===== config.mk =====
export PLATFORM = sky130hd
export DESIGN_NAME = block_transfer_sequencer_top
export DESIGN_NICKNAME = d
export VERILOG_FILES = /design/src/sv/bts_pkg.sv /design/src/sv/bts_datapath.sv /design/src/sv/bts_ctrl.sv /design/src/sv/block_transfer_sequencer_top.sv
export SDC_FILE = /design/constraint.sdc
export NUM_CORES = 1
export LEC_CHECK = 0
export BUFFER_PORTS_ARGS = -buffer_cell sky130_fd_sc_hd__buf_2
export CORE_UTILIZATION = 32
export CTS_BUF_LIST = sky130_fd_sc_hd__clkbuf_2 sky130_fd_sc_hd__clkbuf_4 sky130_fd_sc_hd__clkbuf_8
export CTS_CLUSTER_DIAMETER = 150
export DETAILED_ROUTE_END_ITERATION = 10
export GPL_ROUTABILITY_DRIVEN = 0
export PLACE_DENSITY_LB_ADDON = 0.15
export SYNTH_ARGS = -nofsm -noshare
export SYNTH_HDL_FRONTEND = slang
export SYNTH_HIERARCHICAL = 1
export SYNTH_SLANG_ARGS = --single-unit

===== constraint.sdc =====
create_clock -name clk -period 17.9 [get_ports clk]
set_input_delay 3.58 -clock clk [delete_from_list [all_inputs] [get_ports clk]]
set_output_delay 3.58 -clock clk [all_outputs]
set_load 0.005 [all_outputs]

===== src/sv/bts_pkg.sv =====
// Package: shared types and codes for the block transfer sequencer.
`default_nettype none
package bts_pkg;

	localparam int unsigned ListW  = 16;
	localparam int unsigned RegW   = 4;
	localparam int unsigned WordW  = 32;
	localparam int unsigned KindW  = 3;
	localparam int unsigned CountW = 5;
	localparam logic [RegW-1:0] PcReg = 4'hf;
	localparam logic [WordW-1:0] WordStep = 32'h4;
	localparam logic [WordW-1:0] EmptySpan = 32'h40;

	typedef enum logic [KindW-1:0] {
		K_LOAD      = 3'd0,
		K_LOAD_USER = 3'd1,
		K_LOAD_PSR  = 3'd2,
		K_LOAD_JUMP = 3'd3,
		K_STORE     = 3'd4,
		K_STORE_USR = 3'd5,
		K_STORE_VAL = 3'd6,
		K_WRITEBACK = 3'd7
	} kind_t;

	typedef enum logic [1:0] {
		ST_IDLE,
		ST_SETUP,
		ST_XFER,
		ST_WB
	} state_t;

	typedef struct packed {
		logic load;
		logic setup;
		logic xfer;
		logic wb;
		logic last;
	} cmd_t;

	typedef struct packed {
		logic more;
		logic wb_needed;
	} status_t;

endpackage
`default_nettype wire


===== src/sv/bts_datapath.sv =====
// Datapath: request registers, address and base arithmetic, result registers.
`default_nettype none
module bts_datapath (
	input  wire logic                       clk,
	input  wire logic                       arst_n,
	input  wire bts_pkg::cmd_t              cmd,
	output bts_pkg::status_t                status,
	input  wire logic                       pre_index,
	input  wire logic                       go_up,
	input  wire logic                       psr_or_user,
	input  wire logic                       write_back,
	input  wire logic                       is_load,
	input  wire logic [bts_pkg::RegW-1:0]   base_reg,
	input  wire logic [bts_pkg::ListW-1:0]  reg_list,
	input  wire logic [bts_pkg::WordW-1:0]  base_value,
	input  wire logic [bts_pkg::WordW-1:0]  pc_value,
	output logic                            strobe,
	output logic [bts_pkg::KindW-1:0]       kind,
	output logic [bts_pkg::WordW-1:0]       address,
	output logic [bts_pkg::RegW-1:0]        reg_index,
	output logic [bts_pkg::WordW-1:0]       value,
	output logic                            last
);
	import bts_pkg::*;

	logic             up_q, s_q, wb_q, ld_q, pc_listed_q, first_pend_q, wbn_q;
	logic [RegW-1:0]  rn_q;
	logic [ListW-1:0] list_q;
	logic [WordW-1:0] base_q, base_adj_q, pcst_q, addr_q, newbase_q;

	logic [CountW-1:0] cnt;
	logic [WordW-1:0]  span;
	logic [ListW-1:0]  low_bit;
	logic [RegW-1:0]   idx;
	kind_t             xkind;
	logic [WordW-1:0]  xvalue;

	always_comb begin
		cnt = '0;
		for (int i = 0; i < ListW; i++) begin
			cnt = cnt + CountW'(list_q[i]);
		end
		span = (list_q == '0) ? EmptySpan : {{(WordW-CountW-2){1'b0}}, cnt, 2'b00};
	end

	assign low_bit = list_q & (~list_q + ListW'(1));

	always_comb begin
		idx = '0;
		for (int i = ListW - 1; i >= 0; i--) begin
			if (list_q[i]) begin
				idx = RegW'(i);
			end
		end
	end

	always_comb begin
		xvalue = '0;
		if (ld_q) begin
			if (s_q) begin
				xkind = pc_listed_q ? ((idx == PcReg) ? K_LOAD_PSR : K_LOAD) : K_LOAD_USER;
			end else begin
				xkind = (idx == PcReg) ? K_LOAD_JUMP : K_LOAD;
			end
		end else if (idx == PcReg) begin
			xkind  = K_STORE_VAL;
			xvalue = pcst_q;
		end else if (s_q) begin
			xkind = K_STORE_USR;
		end else if (idx == rn_q && !first_pend_q && wb_q) begin
			xkind  = K_STORE_VAL;
			xvalue = newbase_q;
		end else begin
			xkind = K_STORE;
		end
	end

	assign status.more      = (list_q & ~low_bit) != '0;
	assign status.wb_needed = wbn_q;

	always_ff @(posedge clk) begin
		if (cmd.load) begin
			up_q       <= go_up;
			s_q        <= psr_or_user;
			wb_q       <= write_back;
			ld_q       <= is_load;
			rn_q       <= base_reg;
			list_q     <= reg_list;
			base_q     <= base_value;
			base_adj_q <= (pre_index == go_up) ? base_value + WordStep : base_value;
			pcst_q     <= pc_value + WordStep;
		end
		if (cmd.setup) begin
			addr_q       <= up_q ? base_adj_q : base_adj_q - span;
			newbase_q    <= up_q ? base_q + span : base_q - span;
			pc_listed_q  <= list_q[ListW-1];
			first_pend_q <= 1'b1;
			wbn_q        <= wb_q && !(ld_q && list_q[rn_q]);
			if (list_q == '0) begin
				list_q <= {1'b1, {(ListW-1){1'b0}}};
				s_q    <= 1'b0;
			end
		end
		if (cmd.xfer) begin
			list_q       <= list_q & ~low_bit;
			addr_q       <= addr_q + WordStep;
			first_pend_q <= 1'b0;
		end
	end

	always_ff @(posedge clk or negedge arst_n) begin
		if (!arst_n) begin
			strobe <= 1'b0;
		end else begin
			strobe <= cmd.xfer | cmd.wb;
		end
	end

	always_ff @(posedge clk) begin
		if (cmd.xfer) begin
			kind      <= xkind;
			address   <= addr_q;
			reg_index <= idx;
			value     <= xvalue;
			last      <= cmd.last;
		end else if (cmd.wb) begin
			kind      <= K_WRITEBACK;
			address   <= '0;
			reg_index <= rn_q;
			value     <= newbase_q;
			last      <= 1'b1;
		end
	end

endmodule
`default_nettype wire


===== src/sv/bts_ctrl.sv =====
// Controller: state machine that sequences setup, transfers and writeback.
`default_nettype none
module bts_ctrl (
	input  wire logic               clk,
	input  wire logic               arst_n,
	input  wire logic               start,
	input  wire bts_pkg::status_t   status,
	output bts_pkg::cmd_t           cmd,
	output logic                    busy
);
	import bts_pkg::*;

	state_t state_q, state_d;

	always_ff @(posedge clk or negedge arst_n) begin
		if (!arst_n) begin
			state_q <= ST_IDLE;
		end else begin
			state_q <= state_d;
		end
	end

	always_comb begin
		state_d = state_q;
		unique case (state_q)
			ST_IDLE: begin
				if (start) state_d = ST_SETUP;
			end
			ST_SETUP: state_d = ST_XFER;
			ST_XFER: begin
				if (!status.more) state_d = status.wb_needed ? ST_WB : ST_IDLE;
			end
			ST_WB: state_d = ST_IDLE;
			default: state_d = ST_IDLE;
		endcase
	end

	always_comb begin
		cmd  = '0;
		busy = 1'b1;
		unique case (state_q)
			ST_IDLE: begin
				busy     = 1'b0;
				cmd.load = start;
			end
			ST_SETUP: cmd.setup = 1'b1;
			ST_XFER: begin
				cmd.xfer = 1'b1;
				cmd.last = !status.more && !status.wb_needed;
			end
			ST_WB: cmd.wb = 1'b1;
			default: busy = 1'b1;
		endcase
	end

endmodule
`default_nettype wire


===== src/sv/block_transfer_sequencer_top.sv =====
// Top level: block transfer sequencer, controller joined to datapath.
//
// Usage: present one decoded load/store-multiple request on the input ports
// with start high; it is taken at a rising edge where busy is low. Inputs
// are sampled only at that edge.
// The block then emits its bus accesses lowest register first, one per
// cycle, each marked by strobe for exactly one cycle, followed by the base
// writeback result when one applies. last marks the final result.
// After the accepting edge a request passes the setup state, then its first
// result is registered at the outputs. It occupies the block through setup,
// one transfer per listed register (one for an empty list) and a writeback
// step if one is emitted. Setup computes count, start address and new base;
// the transfer state then walks the list one register per cycle.
// The receiver cannot stall; results must be taken when strobe is high.
// Reset clears the controller to idle and drops strobe; no request is held.
`default_nettype none
module block_transfer_sequencer_top (
	input  wire logic                       clk,
	input  wire logic                       arst_n,
	input  wire logic                       start,
	output logic                            busy,
	input  wire logic                       pre_index,
	input  wire logic                       go_up,
	input  wire logic                       psr_or_user,
	input  wire logic                       write_back,
	input  wire logic                       is_load,
	input  wire logic [bts_pkg::RegW-1:0]   base_reg,
	input  wire logic [bts_pkg::ListW-1:0]  reg_list,
	input  wire logic [bts_pkg::WordW-1:0]  base_value,
	input  wire logic [bts_pkg::WordW-1:0]  pc_value,
	output logic                            strobe,
	output logic [bts_pkg::KindW-1:0]       kind,
	output logic [bts_pkg::WordW-1:0]       address,
	output logic [bts_pkg::RegW-1:0]        reg_index,
	output logic [bts_pkg::WordW-1:0]       value,
	output logic                            last
);
	import bts_pkg::*;

	cmd_t    cmd;
	status_t status;

	bts_ctrl u_ctrl (
		.clk    (clk),
		.arst_n (arst_n),
		.start  (start),
		.status (status),
		.cmd    (cmd),
		.busy   (busy)
	);

	bts_datapath u_datapath (
		.clk         (clk),
		.arst_n      (arst_n),
		.cmd         (cmd),
		.status      (status),
		.pre_index   (pre_index),
		.go_up       (go_up),
		.psr_or_user (psr_or_user),
		.write_back  (write_back),
		.is_load     (is_load),
		.base_reg    (base_reg),
		.reg_list    (reg_list),
		.base_value  (base_value),
		.pc_value    (pc_value),
		.strobe      (strobe),
		.kind        (kind),
		.address     (address),
		.reg_index   (reg_index),
		.value       (value),
		.last        (last)
	);

endmodule
`default_nettype wire

==> metrics.txt <==
number of enable-type register cells in the synthesized netlist 239; Final TNS setup 0 ns; maximum clock insertion buffer count 3; met3 demand-to-capacity share in global routing 0.0371; largest cells by area after synthesis sky130_fd_sc_hd__edfxtp_1, sky130_fd_sc_hd__xnor2_1, sky130_fd_sc_hd__ha_1; proportion of netlist area held by the largest area contributor 0.523; Root Buffer sky130_fd_sc_hd__clkbuf_8; # clock sinks 260; flip-flop and latch count after synthesis 260; count of max-cap constraint violations 0; startpoint class of the critical path register; overall overflow remaining after global route 0; number of pins with negative max-slew slack in the final report 0; first-pass GRT wire length 53.5 mm; DPL Wire Length 24.8 mm; count of input and output buffers 165; total clock buffers created by CTS 47; CP endpoint kind register; synthesized cell area 13700 µm²; headroom to the max-slew limit 0.339; critical setup path kind register to register; die area 43700 µm²; met2 layer usage reported by global route 0.266; met1 track demand over resource 0.200; DRT Wirelength 34.5 mm; Post-Place Cells 1828; setup skew after layout 0.0195 ns; Post-CTS Resized 0; busiest layer in global routing met2; postcts setup bufs 0; Synthesized Nets 1299; shortest clock period the worst path allows after layout 7.25 ns; slowest stage cell on the critical path sky130_fd_sc_hd__a21oi_1; initial detailed-routing violation count 575; result of the run finished, final reports clean; clock transition at the registers of the reported paths 0.06 ns; Hold Buf Count CTS 0; layout cell share with drive strength beyond 1 0.210; count of pins on the block boundary 166; area added between synthesis and finish 17.8%; post-route design area 16200 µm²; standard-cell row count 75; peak per-stage delay on the critical path 0.59 ns; async set or reset register ratio after synthesis 0.0115; GRT Resource Usage Total 0.158; effective utilization at floorplan 0.326; library cell occupying the most area in the post-synthesis netlist sky130_fd_sc_hd__edfxtp_1; ordered cell list for the critical path inv_1 > fa_1 > inv_1 > fa_1 > fa_1 > inv_1 > fa_1 > inv_1 > ha_1 > fa_1 > nand2_1 > ha_1 > and3_1 > a21oi_1 > ha_1 > a2111oi_0 > a211oi_1 > a221oi_2 > a21oi_1 > o21a_1 > o21ai_1 > a21oi_1 > o311ai_1; total number of yosys warnings 6; number of levels the H-tree was split into 2; Finish-stage setup viols 0; insertion delay to the later sink of the worst-skew pair 0.60 ns; worst min-delay path category register to register; Most common cell on crit path sky130_fd_sc_hd__fa_1; number of remaining DRC errors 0; number of antenna violations at the first check in global routing 5; WP data arrival 7.67 ns; Final nets 1488; Reg area 7610 µm²; ys flop type sky130_fd_sc_hd__edfxtp_1; Achievable Freq 0.138 GHz; synthesized instance count 1149; vias in the first global route 9682; critical path peak fanout 7; transition at the pin with the smallest max-transition slack 0.988 ns; post-synthesis area per instance 11.9 µm²; post-detailed-route via-to-cell ratio 5.01; sequential cell area fraction in the yosys report 0.555; part of the cycle the worst path needs 0.405; unrepaired setup endpoints after global routing false; TritonCTS clock tree built; First-pass DRT Iterations 5; Cell Count, Final, Fillers Out 1916; final hold slack 0.458 ns; Final Hold Viols 0; placement-stage cell area 15100 µm²; combined area of the multi-input logic cells 5790 µm²; y dimension of the die 209 µm; count of filler cells inserted in the layout 4129; post-route antenna net violation count 0; Die X 209 µm; routed vias 9600; mean routed wirelength per cell 18.0 µm; core footprint 42100 µm²; required time reported for the critical path endpoint 18.31 ns; largest net degree at the start of global routing 86; synth unique cells 79
cells in the final DEF, fill, tap and decap left out, drive strengths merged, types with 11 or more instances in the layout:
master | synthesis | routed
edfxtp | 239 | 239
buf | 14 | 173
clkbuf | 19 | 65
o21ai | 46 | 46
ha | 46 | 46
and3 | 21 | 21
a22o | 37 | 37
a21o | 23 | 23
xor2 | 49 | 49
nand3 | 45 | 45
nor2b | 11 | 11
inv | 46 | 46
nor3 | 27 | 27
a21oi | 51 | 51
nand2 | 85 | 85
nand4 | 21 | 21
nor2 | 79 | 79
xnor2 | 95 | 95
dfxtp | 18 | 18
and2 | 35 | 35
clkinv | 0 | 17
fa | 12 | 12
worst max-delay path, delay by kind of cell, from the launching register on:
family	cells	cell delay (ns)
AOI/OAI and AO/OA	9	2.68
adders and majority gates	8	3.40
buffers and inverters	4	0.29
DFF	1	0.43
and+or+nand+nor	2	0.29
worst paths after layout:
check / startpoint / cells after the start / to / slack (ns)
setup / recovery: u_datapath/list_q[0] / 23 / u_datapath/newbase_q[21] / 10.65
hold / removal: u_datapath/base_q[0] / 0 / u_datapath/newbase_q[0] / 0.46
setup reg to reg: u_datapath/list_q[0] / 23 / u_datapath/newbase_q[21] / 10.65
hold reg to reg: u_datapath/base_q[0] / 0 / u_datapath/newbase_q[0] / 0.46
max in group asynchronous: arst_n / 1 / u_ctrl/state_q[1] / 15.02
min in group asynchronous: arst_n / 1 / u_datapath/strobe / 2.78
Yosys cell counts (7+ instances only):
cell,n
sky130_fd_sc_hd__nor2_1,78
sky130_fd_sc_hd__a21o_1,23
sky130_fd_sc_hd__or2_2,7
sky130_fd_sc_hd__nand2b_1,8
sky130_fd_sc_hd__xor2_1,49
sky130_fd_sc_hd__nor2b_1,10
sky130_fd_sc_hd__mux2i_1,10
sky130_fd_sc_hd__and2_1,34
sky130_fd_sc_hd__nand2_1,85
sky130_fd_sc_hd__edfxtp_1,239
sky130_fd_sc_hd__dfxtp_1,18
sky130_fd_sc_hd__inv_1,44
sky130_fd_sc_hd__a21oi_1,51
sky130_fd_sc_hd__ha_1,46
sky130_fd_sc_hd__and3_1,21
sky130_fd_sc_hd__nand3_1,45
sky130_fd_sc_hd__nand4_1,20
sky130_fd_sc_hd__nor4_1,9
sky130_fd_sc_hd__mux2_2,7
sky130_fd_sc_hd__fa_1,12
sky130_fd_sc_hd__o21ai_0,45
sky130_fd_sc_hd__a22o_1,37
sky130_fd_sc_hd__nor3_1,25
sky130_fd_sc_hd__and4_1,7
sky130_fd_sc_hd__clkbuf_1,18
sky130_fd_sc_hd__xnor2_1,94
flip-flops by register name (all words and copies together), names as in the netlist:
| register | flops |
|---|---|
| u_datapath/value | 32 |
| u_datapath/addr_q | 32 |
| u_datapath/base_q | 32 |
| u_datapath/up_q | 1 |
| u_datapath/s_q | 1 |
| u_datapath/first_pend_q | 1 |
| u_datapath/ld_q | 1 |
| u_datapath/wb_q | 1 |
| u_datapath/last | 1 |
| u_datapath/kind | 3 |
| u_datapath/address | 32 |
| u_ctrl/state_q | 2 |
| u_datapath/base_adj_q | 30 |
| u_datapath/rn_q | 4 |
| u_datapath/strobe | 1 |
| u_datapath/reg_index | 4 |
| u_datapath/list_q | 16 |
| u_datapath/pc_listed_q | 1 |
| u_datapath/pcst_q | 32 |
| u_datapath/wbn_q | 1 |
| u_datapath/newbase_q | 32 |
stage by stage:
step	setup slack, ns	utilization
after floorplan	9.25	-
after global placement	10.87	0.359
after detailed placement	10.64	0.359
after CTS	10.63	0.384
after global routing	10.15	0.384
final	10.65	0.384
final cells by class:
type / count / share of cell area
clock buffers: 65 / 0.0503
diodes: 1 / 0.000155
multi-input cells: 810 / 0.358
flip-flops and latches: 260 / 0.471
repair buffers: 173 / 0.0548
inverters: 46 / 0.0107
well taps: 539 / 0.0417
clock inverters: 22 / 0.0137
metal layers:
metal | vias up | part of all wire
li1 | 4639 | -
met2 | 232 | 0.49
met5 | - | 0.00087
met1 | 4665 | 0.44
met3 | 60 | 0.050
met4 | 4 | 0.023
cell families after synthesis:
logic type,share of synthesized area
AND/OR/NAND/NOR,0.141
flip-flops,0.555
AO/OA/AOI/OAI,0.104
XOR/XNOR,0.0924
buffers and inverters,0.0261
adder cells (fa/ha/maj),0.0609
multiplexers,0.0212
Power is not shown: default switching activity piles up to over one toggle a cycle in this logic, so the estimate is an artifact.
